File: src/hw/rtl/yrgb_pkg.sv
// Shared types, constants and helpers of the YCbCr to BGR group converter.
// Used by every module of the converter; depends on nothing.
`timescale 1ns / 1ps
`default_nettype none

package yrgb_pkg;

	// Default frame limits
	localparam int DEF_MAX_WIDTH  = 2048;
	localparam int DEF_MAX_HEIGHT = 2048;

	// Reset values of the frame size registers
	localparam logic [11:0] RST_WIDTH  = 12'd640;
	localparam logic [11:0] RST_HEIGHT = 12'd480;

	// Group queue between front and back (power of two)
	localparam int QDEPTH = 2;
	localparam int QAW    = $clog2(QDEPTH);

	// Signed Q1.16 BT.601 coefficients
	localparam logic signed [17:0] K_RV = 18'sd91881;
	localparam logic signed [17:0] K_GU = -18'sd22553;
	localparam logic signed [17:0] K_GV = -18'sd46801;
	localparam logic signed [17:0] K_BU = 18'sd116129;

	// Channel sum in signed Q10.16 and its clip bounds
	typedef logic signed [26:0] term_t;
	localparam term_t CLIP_HIGH = 27'sh0ffffff;
	localparam term_t CLIP_LOW  = 27'sh000ffff;

	// Register map, one word per register
	typedef enum logic [1:0] {
		REG_FORMAT = 2'd0,
		REG_WIDTH  = 2'd1,
		REG_HEIGHT = 2'd2
	} reg_idx_t;

	// Format codes
	localparam logic FMT_420 = 1'b0;
	localparam logic FMT_411 = 1'b1;

	// Configuration as seen by the datapath
	typedef struct packed {
		logic        mode;
		logic [11:0] width;
		logic [11:0] height;
	} cfg_t;

	// One classified group waiting for the back part
	typedef struct packed {
		logic [3:0][7:0] luma;
		term_t           bt;
		term_t           gt;
		term_t           rt;
		logic [10:0]     x;
		logic [10:0]     y;
		logic            mode;
		logic            frame_wrap;
	} entry_t;

	// Clip a signed Q10.16 sum to one byte
	function automatic logic [7:0] clip_byte(input term_t s);
		logic [7:0] r;
		if (s > CLIP_HIGH) begin
			r = 8'hff;
		end else if (s <= CLIP_LOW) begin
			r = 8'h00;
		end else begin
			r = s[23:16];
		end
		return r;
	endfunction

endpackage

`default_nettype wire

File: src/hw/rtl/yuv_to_rgb_block_converter_top.sv
// YCbCr to BGR group converter: one group in, four clipped pixels out.
// The first pixel is registered at the output after the group has passed the front
// stage 1 register and the queue; the other three follow unless pixel_stall holds them.
// Group rate is set by the single pixel output register, which sends four pixels per group.
// A two-entry queue lets the input take further groups while pixels drain.
// Reset clears position counters, stage 1 valid, queue and output valid; registers take defaults.
`timescale 1ns / 1ps
`default_nettype none

module yuv_to_rgb_block_converter_top #(
	parameter int MAX_WIDTH  = yrgb_pkg::DEF_MAX_WIDTH,
	parameter int MAX_HEIGHT = yrgb_pkg::DEF_MAX_HEIGHT
) (
	input  wire logic        clk,
	input  wire logic        arst_n,
	input  wire logic        psel,
	input  wire logic        penable,
	input  wire logic        pwrite,
	input  wire logic [3:0]  paddr,
	input  wire logic [31:0] pwdata,
	output      logic [31:0] prdata,
	output      logic        pready,
	input  wire logic        group_valid,
	output      logic        group_stall,
	input  wire logic [7:0]  luma_a,
	input  wire logic [7:0]  luma_b,
	input  wire logic [7:0]  luma_c,
	input  wire logic [7:0]  luma_d,
	input  wire logic [7:0]  chroma_u,
	input  wire logic [7:0]  chroma_v,
	output      logic        pixel_valid,
	input  wire logic        pixel_stall,
	output      logic [10:0] pixel_x,
	output      logic [10:0] pixel_y,
	output      logic [7:0]  blue,
	output      logic [7:0]  green,
	output      logic [7:0]  red,
	output      logic        group_last,
	output      logic        frame_end
);

	yrgb_pkg::cfg_t   cfg;
	yrgb_pkg::entry_t push_data, head;
	logic             push, full, pop, empty;

	yrgb_regs u_regs (
		.clk     (clk),
		.arst_n  (arst_n),
		.psel    (psel),
		.penable (penable),
		.pwrite  (pwrite),
		.paddr   (paddr),
		.pwdata  (pwdata),
		.prdata  (prdata),
		.pready  (pready),
		.cfg     (cfg)
	);

	yrgb_front #(
		.MAX_WIDTH  (MAX_WIDTH),
		.MAX_HEIGHT (MAX_HEIGHT)
	) u_front (
		.clk         (clk),
		.arst_n      (arst_n),
		.cfg         (cfg),
		.group_valid (group_valid),
		.group_stall (group_stall),
		.luma_a      (luma_a),
		.luma_b      (luma_b),
		.luma_c      (luma_c),
		.luma_d      (luma_d),
		.chroma_u    (chroma_u),
		.chroma_v    (chroma_v),
		.q_full      (full),
		.q_push      (push),
		.q_data      (push_data)
	);

	yrgb_queue u_queue (
		.clk       (clk),
		.arst_n    (arst_n),
		.push      (push),
		.push_data (push_data),
		.full      (full),
		.pop       (pop),
		.head      (head),
		.empty     (empty)
	);

	yrgb_back u_back (
		.clk         (clk),
		.arst_n      (arst_n),
		.head        (head),
		.empty       (empty),
		.pop         (pop),
		.pixel_valid (pixel_valid),
		.pixel_stall (pixel_stall),
		.pixel_x     (pixel_x),
		.pixel_y     (pixel_y),
		.blue        (blue),
		.green       (green),
		.red         (red),
		.group_last  (group_last),
		.frame_end   (frame_end)
	);

endmodule

`default_nettype wire

File: src/hw/rtl/yrgb_regs.sv
// Configuration register file with an APB-style access port.
// Depends on yrgb_pkg for the register map and the cfg_t type.
`timescale 1ns / 1ps
`default_nettype none

module yrgb_regs (
	input  wire logic              clk,
	input  wire logic              arst_n,
	input  wire logic              psel,
	input  wire logic              penable,
	input  wire logic              pwrite,
	input  wire logic [3:0]        paddr,
	input  wire logic [31:0]       pwdata,
	output      logic [31:0]       prdata,
	output      logic              pready,
	output      yrgb_pkg::cfg_t    cfg
);

	yrgb_pkg::cfg_t   cfg_q;
	yrgb_pkg::reg_idx_t idx;
	logic             wr_en;

	assign idx    = yrgb_pkg::reg_idx_t'(paddr[3:2]);
	assign wr_en  = psel && penable && pwrite;
	assign pready = 1'b1;
	assign cfg    = cfg_q;

	// Write registers, drop writes beyond the map
	always_ff @(posedge clk or negedge arst_n) begin
		if (!arst_n) begin
			cfg_q.mode   <= yrgb_pkg::FMT_420;
			cfg_q.width  <= yrgb_pkg::RST_WIDTH;
			cfg_q.height <= yrgb_pkg::RST_HEIGHT;
		end else if (wr_en) begin
			case (idx)
				yrgb_pkg::REG_FORMAT: cfg_q.mode   <= pwdata[0];
				yrgb_pkg::REG_WIDTH:  cfg_q.width  <= pwdata[11:0];
				yrgb_pkg::REG_HEIGHT: cfg_q.height <= pwdata[11:0];
				default: ;
			endcase
		end
	end

	// Read back
	always_comb begin
		case (idx)
			yrgb_pkg::REG_FORMAT: prdata = {31'd0, cfg_q.mode};
			yrgb_pkg::REG_WIDTH:  prdata = {20'd0, cfg_q.width};
			yrgb_pkg::REG_HEIGHT: prdata = {20'd0, cfg_q.height};
			default:              prdata = 32'd0;
		endcase
	end

endmodule

`default_nettype wire

File: src/hw/rtl/yrgb_front.sv
// Front part: accepts chroma groups, tracks the group position, classifies
// row and frame wrap and forms the chroma terms. Depends on yrgb_pkg.
`timescale 1ns / 1ps
`default_nettype none

module yrgb_front #(
	parameter int MAX_WIDTH  = yrgb_pkg::DEF_MAX_WIDTH,
	parameter int MAX_HEIGHT = yrgb_pkg::DEF_MAX_HEIGHT
) (
	input  wire logic             clk,
	input  wire logic             arst_n,
	input  wire yrgb_pkg::cfg_t   cfg,
	input  wire logic             group_valid,
	output      logic             group_stall,
	input  wire logic [7:0]       luma_a,
	input  wire logic [7:0]       luma_b,
	input  wire logic [7:0]       luma_c,
	input  wire logic [7:0]       luma_d,
	input  wire logic [7:0]       chroma_u,
	input  wire logic [7:0]       chroma_v,
	input  wire logic             q_full,
	output      logic             q_push,
	output      yrgb_pkg::entry_t q_data
);

	localparam int CW = $clog2(MAX_WIDTH + 1);
	localparam int HW = $clog2(MAX_HEIGHT + 1);
	localparam int NW = ((CW > 12) ? CW : 12) + 1;
	localparam int NH = ((HW > 12) ? HW : 12) + 1;

	// Group position
	logic [CW-1:0] col_q;
	logic [HW-1:0] row_q;

	// Stage 1 request
	logic            valid_s1;
	logic [3:0][7:0] luma_s1;
	logic [7:0]      cu_s1;
	logic [7:0]      cv_s1;
	logic [10:0]     x_s1;
	logic [10:0]     y_s1;
	logic            mode_s1;
	logic            fwrap_s1;

	logic [NW-1:0] w_lim, gw, col_sum;
	logic [NH-1:0] h_lim, gh, row_sum;
	logic          too_small, row_wrap, frame_wrap;
	logic          adv_s1, accept, keep;

	logic signed [7:0] u_s, v_s;

	// Classify against the saturated frame size
	assign w_lim = (NW'(cfg.width) > NW'(MAX_WIDTH)) ? NW'(MAX_WIDTH) : NW'(cfg.width);
	assign h_lim = (NH'(cfg.height) > NH'(MAX_HEIGHT)) ? NH'(MAX_HEIGHT) : NH'(cfg.height);
	assign gw    = (cfg.mode == yrgb_pkg::FMT_411) ? NW'(4) : NW'(2);
	assign gh    = (cfg.mode == yrgb_pkg::FMT_411) ? NH'(1) : NH'(2);

	assign col_sum    = NW'(col_q) + gw;
	assign row_sum    = NH'(row_q) + gh;
	assign too_small  = (w_lim < gw) || (h_lim < gh);
	assign row_wrap   = col_sum > (w_lim - gw);
	assign frame_wrap = row_wrap && (row_sum > (h_lim - gh));

	// Handshake: hold the input while stage 1 cannot drain into the queue
	assign adv_s1      = !valid_s1 || !q_full;
	assign group_stall = !adv_s1;
	assign accept      = group_valid && !group_stall;
	assign keep        = !too_small;

	// Advance the group position
	always_ff @(posedge clk or negedge arst_n) begin
		if (!arst_n) begin
			col_q <= '0;
			row_q <= '0;
		end else if (accept && keep) begin
			if (!row_wrap) begin
				col_q <= CW'(col_sum);
			end else begin
				col_q <= '0;
				row_q <= frame_wrap ? '0 : HW'(row_sum);
			end
		end
	end

	// Stage 1 valid; drop groups that do not fit the frame
	always_ff @(posedge clk or negedge arst_n) begin
		if (!arst_n) begin
			valid_s1 <= 1'b0;
		end else if (adv_s1) begin
			valid_s1 <= accept && keep;
		end
	end

	// Stage 1 payload
	always_ff @(posedge clk) begin
		if (accept) begin
			luma_s1  <= {luma_d, luma_c, luma_b, luma_a};
			cu_s1    <= chroma_u;
			cv_s1    <= chroma_v;
			x_s1     <= 11'(col_q);
			y_s1     <= 11'(row_q);
			mode_s1  <= cfg.mode;
			fwrap_s1 <= frame_wrap;
		end
	end

	// Remove the chroma offset and form the channel terms
	assign u_s = signed'({~cu_s1[7], cu_s1[6:0]});
	assign v_s = signed'({~cv_s1[7], cv_s1[6:0]});

	always_comb begin
		q_data            = '0;
		q_data.luma       = luma_s1;
		q_data.rt         = v_s * yrgb_pkg::K_RV;
		q_data.gt         = u_s * yrgb_pkg::K_GU + v_s * yrgb_pkg::K_GV;
		q_data.bt         = u_s * yrgb_pkg::K_BU;
		q_data.x          = x_s1;
		q_data.y          = y_s1;
		q_data.mode       = mode_s1;
		q_data.frame_wrap = fwrap_s1;
	end

	assign q_push = valid_s1 && !q_full;

endmodule

`default_nettype wire

File: src/hw/rtl/yrgb_queue.sv
// Short group queue between the front and back parts.
// Depends on yrgb_pkg for the entry type and depth.
`timescale 1ns / 1ps
`default_nettype none

module yrgb_queue (
	input  wire logic             clk,
	input  wire logic             arst_n,
	input  wire logic             push,
	input  wire yrgb_pkg::entry_t push_data,
	output      logic             full,
	input  wire logic             pop,
	output      yrgb_pkg::entry_t head,
	output      logic             empty
);

	localparam int AW = yrgb_pkg::QAW;

	yrgb_pkg::entry_t slot_q [yrgb_pkg::QDEPTH];
	logic [AW-1:0]    wr_q, rd_q;
	logic [AW:0]      count_q;

	assign full  = count_q == (AW + 1)'(yrgb_pkg::QDEPTH);
	assign empty = count_q == '0;
	assign head  = slot_q[rd_q];

	// Store the pushed group
	always_ff @(posedge clk) begin
		if (push) begin
			slot_q[wr_q] <= push_data;
		end
	end

	// Advance pointers and fill level
	always_ff @(posedge clk or negedge arst_n) begin
		if (!arst_n) begin
			wr_q    <= '0;
			rd_q    <= '0;
			count_q <= '0;
		end else begin
			if (push) begin
				wr_q <= wr_q + 1'b1;
			end
			if (pop) begin
				rd_q <= rd_q + 1'b1;
			end
			case ({push, pop})
				2'b10:   count_q <= count_q + 1'b1;
				2'b01:   count_q <= count_q - 1'b1;
				default: count_q <= count_q;
			endcase
		end
	end

	a_no_push_full: assert property (@(posedge clk) disable iff (!arst_n)
		push |-> !full)
		else $error("group pushed into a full queue");

	a_no_pop_empty: assert property (@(posedge clk) disable iff (!arst_n)
		pop |-> !empty)
		else $error("group popped from an empty queue");

endmodule

`default_nettype wire

File: src/hw/rtl/yrgb_back.sv
// Back part: expands each queued group into four pixels, one per cycle unless
// pixel_stall holds the registered output. Depends on yrgb_pkg for the entry and clip.
`timescale 1ns / 1ps
`default_nettype none

module yrgb_back (
	input  wire logic             clk,
	input  wire logic             arst_n,
	input  wire yrgb_pkg::entry_t head,
	input  wire logic             empty,
	output      logic             pop,
	output      logic             pixel_valid,
	input  wire logic             pixel_stall,
	output      logic [10:0]      pixel_x,
	output      logic [10:0]      pixel_y,
	output      logic [7:0]       blue,
	output      logic [7:0]       green,
	output      logic [7:0]       red,
	output      logic             group_last,
	output      logic             frame_end
);

	logic [1:0]  k_q;
	logic        valid_q;
	logic [10:0] x_q, y_q;
	logic [7:0]  blue_q, green_q, red_q;
	logic        last_q, fend_q;

	logic            adv, fire;
	yrgb_pkg::term_t ys;
	logic [10:0]     px, py;

	// Output register drains or is empty
	assign adv  = !valid_q || !pixel_stall;
	assign fire = adv && !empty;
	assign pop  = fire && (k_q == 2'd3);

	// Pixel k of the head group
	assign ys = signed'({3'b000, head.luma[k_q], 16'h0000});
	assign px = (head.mode == yrgb_pkg::FMT_411) ? head.x + 11'(k_q) : head.x + 11'(k_q[0]);
	assign py = (head.mode == yrgb_pkg::FMT_411) ? head.y : head.y + 11'(k_q[1]);

	// Pixel counter and output valid
	always_ff @(posedge clk or negedge arst_n) begin
		if (!arst_n) begin
			k_q     <= 2'd0;
			valid_q <= 1'b0;
		end else begin
			if (adv) begin
				valid_q <= !empty;
			end
			if (fire) begin
				k_q <= k_q + 2'd1;
			end
		end
	end

	// Output payload
	always_ff @(posedge clk) begin
		if (fire) begin
			x_q     <= px;
			y_q     <= py;
			blue_q  <= yrgb_pkg::clip_byte(head.bt + ys);
			green_q <= yrgb_pkg::clip_byte(head.gt + ys);
			red_q   <= yrgb_pkg::clip_byte(head.rt + ys);
			last_q  <= k_q == 2'd3;
			fend_q  <= (k_q == 2'd3) && head.frame_wrap;
		end
	end

	assign pixel_valid = valid_q;
	assign pixel_x     = x_q;
	assign pixel_y     = y_q;
	assign blue        = blue_q;
	assign green       = green_q;
	assign red         = red_q;
	assign group_last  = last_q;
	assign frame_end   = fend_q;

	a_group_held: assert property (@(posedge clk) disable iff (!arst_n)
		(k_q != 2'd0) |-> !empty)
		else $error("group left the queue before its fourth pixel");

	a_fend_last: assert property (@(posedge clk) disable iff (!arst_n)
		(valid_q && fend_q) |-> last_q)
		else $error("frame end on a pixel that is not last of its group");

endmodule

`default_nettype wire
File: config.mk
export PLATFORM = sky130hd
export DESIGN_NAME = yuv_to_rgb_block_converter_top
export DESIGN_NICKNAME = d
export VERILOG_FILES = /design/src/hw/rtl/yrgb_pkg.sv /design/src/hw/rtl/yuv_to_rgb_block_converter_top.sv /design/src/hw/rtl/yrgb_regs.sv /design/src/hw/rtl/yrgb_front.sv /design/src/hw/rtl/yrgb_queue.sv /design/src/hw/rtl/yrgb_back.sv
export SDC_FILE = /design/constraint.sdc
export NUM_CORES = 1
export LEC_CHECK = 0
export BUFFER_PORTS_ARGS = -buffer_cell sky130_fd_sc_hd__buf_2
export CAP_MARGIN = 20
export CORE_MARGIN = 2
export CORE_UTILIZATION = 31
export CTS_CLUSTER_DIAMETER = 30
export DETAILED_ROUTE_END_ITERATION = 6
export PLACE_DENSITY_LB_ADDON = 0.3
export SLEW_MARGIN = 20
export SYNTH_ARGS = -nofsm -noshare
export SYNTH_HDL_FRONTEND = slang
export SYNTH_SLANG_ARGS = --single-unit
File: constraint.sdc
create_clock -name clk -period 7.5 [get_ports clk]
set_clock_uncertainty 0.2 [all_clocks]
set_input_delay 0.75 -clock clk [delete_from_list [all_inputs] [get_ports clk]]
set_output_delay 0.75 -clock clk [all_outputs]
set_load 0.005 [all_outputs]
==> flow_summary.json, run 1 <==
{
  "start_util_pct": 31.3,
  "cts_tree": "built",
  "cts_buffers": 75,
  "htreeDepth": 3,
  "syn_to_final_growth_pct": 18.4,
  "hp-class": "in2async",
  "fin_ws_ns": 0.441,
  "worstReg2RegStart": "u_front.cu_s1[6]$_DFFE_PP_",
  "critPathMaxFanout": 6,
  "overflow": 0,
  "netlist_area_um2": 25200,
  "wl_met1_mm": 25.6,
  "wire_per_inst_um": 16.4,
  "cts.sinks": 347,
  "setup_violations": 0,
  "synth_top_flop_cell": "edfxtp_1",
  "dieArea_um2": 83500,
  "met2_length_mm": 27.6,
  "setup_tns_ns": 0,
  "rsz0062_at_grt": "false",
  "synth_cell_types": 74,
  "clock_latency_ns": 0.63,
  "reg2reg_slack_ns": 0.44,
  "grt_pass1_vias": 17300,
  "via_count": 16500,
  "crit_type": "reg2reg",
  "die_w_um": 289,
  "crit_required_ns": 7.62,
  "dr.pass1.iters": 5,
  "wirelength_mm": 57.1,
  "clk_pin_slew_ns": 0.05,
  "hold_viol_final": 0,
  "ant_nets": 0,
  "grt_max_degree": 72,
  "yosys_warnings": 0,
  "period_share_pct": 94.1,
  "place.gp.congestion": 0.879,
  "worstPathArrival_ns": 7.18,
  "async_flop_share_pct": 16.1,
  "critPathLaunch": "u_front.cu_s1[6]$_DFFE_PP_",
  "wl_met3_mm": 2.04,
  "synth-simple-area-share_pct": 7.45,
  "first_iter_violations": 798,
  "ys_seq_area_share_pct": 40.3,
  "diodes": 0,
  "die_y_um": 289,
  "drv_cap": 0,
  "fmax_mhz": 142,
  "rows": 104,
  "layout_common_cells": "301 x ha_1, 299 x inv_1, 291 x edfxtp_1",
  "worst_pin_slew_ns": 0.985,
  "multi_input_area_um2": 13700,
  "syn_inst": 2167,
  "fillers": 7769,
  "outcome": "completed",
  "ff2ff_path_depth": 27,
  "synth_edf_count": 291,
  "place_inst": 3343,
  "drc_errors": 0,
  "timing.final.max_slew_violations": 0,
  "grt_antenna_before_repair": 0,
  "place_hpwl_mm": 43.7,
  "clock-root-buffer": "clkbuf_16",
  "synth_top_family_by_area": "adder cells",
  "ff_latch_area_um2": 10200,
  "io_pins": 174,
  "synth_top_area_share_pct": 34.7,
  "syn_area_per_cell_um2": 11.6,
  "synth_mux_area_share_pct": 4.91,
  "post-place-ws_ns": 0.479,
  "fin_cells": 3480,
  "end_kind": "flop",
  "cts.path.max_buffers": 3,
  "portBuffers": 130,
  "period_needed_ns": 7.06,
  "critPathLaunchType": "flop",
  "drive_above_1_share_pct": 16.5,
  "viasPerCell": 4.73,
  "relSlewSlack_pct": 34.1,
  "ctsHoldBuffers": 0,
  "nets": 2900,
  "grt_pass1_wl_mm": 91.7,
  "grt_usage_pct": 13.9,
  "synth.largest_area_cell": "edfxtp_1",
  "synth-adder-area-share_pct": 26.6,
  "holdWs_ns": 0.0625,
  "core_um2": 80500,
  "ys_ff_latch": 347,
  "synth-xor-area-share_pct": 4.83,
  "synth_compound_gate_area_share_pct": 10.2,
  "top_layer_used": "met4",
  "ys_top_cells_by_area": "edfxtp_1 35%, ha_1 15%, fa_1 12%",
  "final_common_cell": "ha_1"
}
-- layer usage --
layer	GRT usage, %	vias to the layer above
li1	-	8007
met1	17.6	8039
met2	23.8	303
met3	2.17	112
met4	5.23	0
met5	0	-
-- area by class of cell --
cell class                 count  area share [%]
timing repair buffer         152            2.75
tap                         1060            4.45
sequential                   347            34.0
inverter                     300            3.78
clock buffer                  83            6.60
clock inverter                53            2.36
multi-input combinational   1485            46.0
-- what timing repair did --
item,4_1_cts,5_1_grt
resized for setup,0,1
endpoints found under the setup margin,0,4
setup buffers,0,1
-- worst paths after layout --
kind                                                     to
min                           u_front.col_q[11]$_DFFE_PN0P_
max in group asynchronous          u_queue.rd_q$_DFFE_PN0P_
max reg2reg                 u_queue.slot_q[1][77]$_DFFE_PP_
min in group clk              u_front.q_data[113]$_DFFE_PP_
min reg2reg                u_queue.slot_q[1][117]$_DFFE_PP_
max                         u_queue.slot_q[1][77]$_DFFE_PP_
-- registers in the layout, indices dropped and copies added, names as in the netlist --
register and cells:
u_back.blue 8, u_back.frame_end 1, u_back.green 8, u_back.group_last 1, u_back.k_q 2, u_back.pixel_valid 1, u_back.pixel_x 11, u_back.pixel_y 11
u_back.red 8, u_front.col_q 11, u_front.cu_s1 8, u_front.cv_s1 8, u_front.fwrap_s1 1, u_front.mode_s1 1, u_front.q_data 32, u_front.row_q 12
u_front.valid_s1 1, u_front.x_s1 10, u_front.y_s1 11, u_queue.count_q 2, u_queue.rd_q 1, u_queue.slot_q 172, u_queue.wr_q 1, u_regs.cfg 25
-- cells by family (layout without fill, tap and decap cells) --
| family | count (synthesis) | count (layout) |
|---|---|---|
| mux | 95 | 95 |
| xor+xnor | 139 | 139 |
| other cells | 2 | 22 |
| compound gates | 389 | 389 |
| buf+inv | 355 | 588 |
| fa+ha+maj | 448 | 448 |
| flops | 347 | 347 |
| simple gates | 392 | 392 |
-- cell usage after synthesis (12+ instances only) --
cell type / instances
a21o_1: 49
a21oi_1: 114
a22o_1: 17
a31oi_1: 12
and3_1: 19
buf_4: 21
clkbuf_1: 21
dfrtp_1: 50
edfxtp_1: 291
fa_1: 147
ha_1: 301
inv_1: 300
mux2_2: 68
mux4_2: 16
nand2_1: 106
nand3_1: 38
nand4_1: 12
nor2_1: 99
nor2b_1: 31
nor3_1: 25
o21a_1: 32
o21ai_0: 72
o21bai_1: 12
or3_1: 13
xnor2_1: 93
xor2_1: 46
-- critical path, stage by stage, from the launching register on --
cell and delay, ns:
edfxtp_1 0.50, inv_1 0.16, fa_1 0.54, inv_1 0.12
fa_1 0.55, inv_1 0.06, fa_1 0.49, fa_1 0.51
inv_1 0.04, ha_1 0.22, nor3_1 0.19, o211ai_1 0.15
and3_1 0.21, o21a_1 0.18, o21a_1 0.22, o21ai_0 0.15
nand2b_1 0.08, xor2_1 0.14, ha_1 0.39, nand2_1 0.14
nor2_1 0.11, nand2_1 0.08, nor3_1 0.33, a2111oi_0 0.19
buf_4 0.18, o31ai_1 0.31, o21ai_0 0.16, a21o_1 0.19
-- through the flow --
| step | cell area [µm²] | utilization, % |
|---|---|---|
| 2_1_floorplan | 25300 | - |
| 3_3_place_gp | 27100 | 33.7 |
| 3_5_place_dp | 27100 | 33.7 |
| 4_1_cts | 29800 | 37.0 |
| 5_1_grt | 29800 | 37.0 |
| 6_report | 29800 | 37.0 |
Power of run 1 is not shown: default switching activity piles up to over one toggle a cycle in this logic, so the estimate is an artifact.
==> run 2: changes to the inputs <==
--- a/config.mk
+++ b/config.mk
@@ -5,6 +5,7 @@
 export SDC_FILE = /design/constraint.sdc
 export NUM_CORES = 1
 export LEC_CHECK = 0
+export ABC_AREA = 1
 export BUFFER_PORTS_ARGS = -buffer_cell sky130_fd_sc_hd__buf_2
 export CAP_MARGIN = 20
 export CORE_MARGIN = 2
==> run 2 against run 1 <==
Critical path type unchanged. Via count is 25% higher. Clock-buffer cell count up 24. First-iteration DRC count increased by 86%. Utilization shrank 0.17 points. Fmax grew 9.8%. Sequential share of layout area fell by 0.54 points. Highest routed layer is now met5.
==> flow_summary.json, run 2 <==
{
  "synth_cell_types": 56,
  "portBuffers": 130,
  "holdWs_ns": 0.0873,
  "max_stage_delay_ns": 0.77,
  "cts_tree": "built",
  "setup_violations": 0,
  "via_count": 20600,
  "crit_family": "adder cells",
  "regMostFlops": "u_queue.slot_q",
  "end_kind": "flop",
  "drc_errors": 0,
  "hold_viol_final": 0,
  "place_hpwl_mm": 54.9,
  "crit_required_ns": 7.67,
  "dr.pass1.iters": 5,
  "timing.final.max_slew_violations": 0,
  "viasPerCell": 4.62,
  "wire_per_inst_um": 15.8,
  "clk_pin_slew_ns": 0.04,
  "die_y_um": 306,
  "cts.sinks": 379,
  "clock_latency_ns": 0.64,
  "synth_top_area_share_pct": 34.4,
  "drive_above_1_share_pct": 10.9,
  "postCtsResizedCells": 0,
  "diodes": 0,
  "start_util_pct": 31.3,
  "nets": 3751,
  "htreeDepth": 3,
  "dieArea_um2": 93400,
  "whs_path_depth": 1,
  "ff2ff_path_depth": 29,
  "setup_tns_ns": 0,
  "worstHoldStart": "chroma_u[0]",
  "critPathMaxFanout": 10,
  "grt_max_degree": 57,
  "cts_setup_buffers": 0,
  "reg2reg_slack_ns": 1.07,
  "period_needed_ns": 6.43,
  "ys_ff_latch": 379,
  "overflow": 0,
  "synth_edf_count": 323,
  "ctsHoldBuffers": 0,
  "synth_top_flop_cell": "edfxtp_1",
  "grt_usage_pct": 15.3,
  "rsz0062_at_grt": "false",
  "relSlewSlack_pct": 38.2,
  "async_flop_share_pct": 14.8,
  "fillers": 9123,
  "worstPathArrival_ns": 6.60,
  "wirelength_mm": 70.6,
  "rows": 110,
  "io_pins": 174,
  "hp-class": "in2reg",
  "largest_reg_flops": 204,
  "cts_buffers": 89,
  "core_um2": 90000,
  "grt_pass1_vias": 20500,
  "syn_area_per_cell_um2": 9.38,
  "yosys.cell_count.top_type": "nand2_1",
  "worst_path_most_repeated_cell": "nand2_1",
  "synth.largest_area_cell": "edfxtp_1",
  "first_iter_violations": 1487,
  "syn_to_final_growth_pct": 17.7,
  "crit_type": "reg2reg",
  "fmax_mhz": 155,
  "r2r-end": "u_queue.slot_q[0][74]$_DFFE_PP_",
  "crit_buf_inv": 5,
  "ys_seq_area_share_pct": 39.4,
  "critPathLaunchType": "flop",
  "place.gp.congestion": 0.890,
  "clock-root-buffer": "clkbuf_16",
  "final_common_cell": "nand2_1",
  "die_w_um": 306,
  "worstReg2RegStart": "u_front.cv_s1[0]$_DFFE_PP_",
  "cts.path.max_buffers": 3,
  "grt_antenna_before_repair": 2,
  "ant_nets": 0,
  "syn_inst": 3005,
  "grt_pass1_wl_mm": 112,
  "period_share_pct": 85.7,
  "post-place-ws_ns": 1.05,
  "slowest_stage": "edfxtp_1",
  "design_area_um2": 33200,
  "min_to": "u_front.cu_s1[0]$_DFFE_PP_",
  "fin_ws_ns": 1.07,
  "outcome": "completed",
  "yosys_warnings": 0,
  "post_dp_cell_area_um2": 30200,
  "drv_cap": 0,
  "netlist_area_um2": 28200,
  "ys_top_cells_by_area": "edfxtp_1 34%, ha_1 13%, fa_1 10%",
  "synthTopCellsByCount": "623 x nand2_1, 487 x inv_1, 323 x edfxtp_1, 301 x ha_1, 201 x nor2_1",
  "layout_common_cells": "623 x nand2_1, 485 x inv_1, 323 x edfxtp_1",
  "worst_pin_slew_ns": 0.922
}
-- run 2: changes by cell type after synthesis, sizes merged, moves of 53 or more --
cell   change
mux2      -68
nand2    +523
xor2      +53
o21ai     +78
nor2     +109
nand3     +97
inv      +189
-- run 2: logic make-up after synthesis --
family                   synth area share, %
multiplexers                           0.426
flip-flops                              39.4
XOR/XNOR                                4.63
buffers and inverters                   7.93
AO/OA/AOI/OAI                           7.70
other                                 0.0266
adder cells (fa/ha/maj)                 23.8
AND/OR/NAND/NOR                         16.1
-- run 2: layout make-up --
cell class,count,area [µm²],share of cell area [%]
repair buffers,154,831,2.50
inverters,491,1840,5.56
well taps,1176,1470,4.44
clock buffers,107,2370,7.13
multi-input cells,2097,14900,45.0
flip-flops and latches,379,11100,33.5
clock inverters,58,607,1.83
-- run 2: worst max-delay path by stage --
| stage | start | end | slack, ns | cells after the start |
|---|---|---|---|---|
| final | u_front.cv_s1[0]$_DFFE_PP_ | u_queue.slot_q[0][74]$_DFFE_PP_ | 1.07 | 29 |
| after global routing | u_front.cv_s1[0]$_DFFE_PP_ | u_queue.slot_q[0][74]$_DFFE_PP_ | 0.53 | 29 |
| after floorplan | u_front.cu_s1[0]$_DFFE_PP_ | u_queue.slot_q[0][77]$_DFFE_PP_ | 1.71 | 24 |
| after CTS | u_front.cv_s1[0]$_DFFE_PP_ | u_queue.slot_q[0][74]$_DFFE_PP_ | 1.03 | 29 |
| after global placement | u_front.cv_s1[0]$_DFFE_PP_ | u_queue.slot_q[0][74]$_DFFE_PP_ | 1.05 | 29 |
| after detailed placement | u_front.cv_s1[0]$_DFFE_PP_ | u_queue.slot_q[0][74]$_DFFE_PP_ | 1.05 | 29 |
-- run 2: per-layer routing --
| layer | global-route usage [%] | wire length (µm) |
|---|---|---|
| met5 | 0 | 13 |
| met4 | 4.61 | 1610 |
| met3 | 3.01 | 3890 |
| met2 | 24.0 | 31300 |
| met1 | 21.1 | 33800 |
-- run 2: worst reg2reg max path: cells and delay by family (launching register included) --
family | cells | cell delay, ns
xor gates and xnor gates | 2 | 0.32
and+or+nand+nor | 13 | 1.18
adders and majority gates | 7 | 2.86
AOI/OAI and AO/OA | 2 | 0.41
DFF | 1 | 0.77
buffers and inverters | 5 | 0.44
-- run 2: metrics by stage --
| stage | utilization (%) | cells |
|---|---|---|
| after global placement | 33.5 | 4297 |
| after global routing | 36.8 | 4462 |
| after detailed placement | 33.5 | 4297 |
| final | 36.8 | 4462 |
| after floorplan | - | 3025 |
| after CTS | 36.8 | 4462 |
Power of run 2 is left out for the same reason.
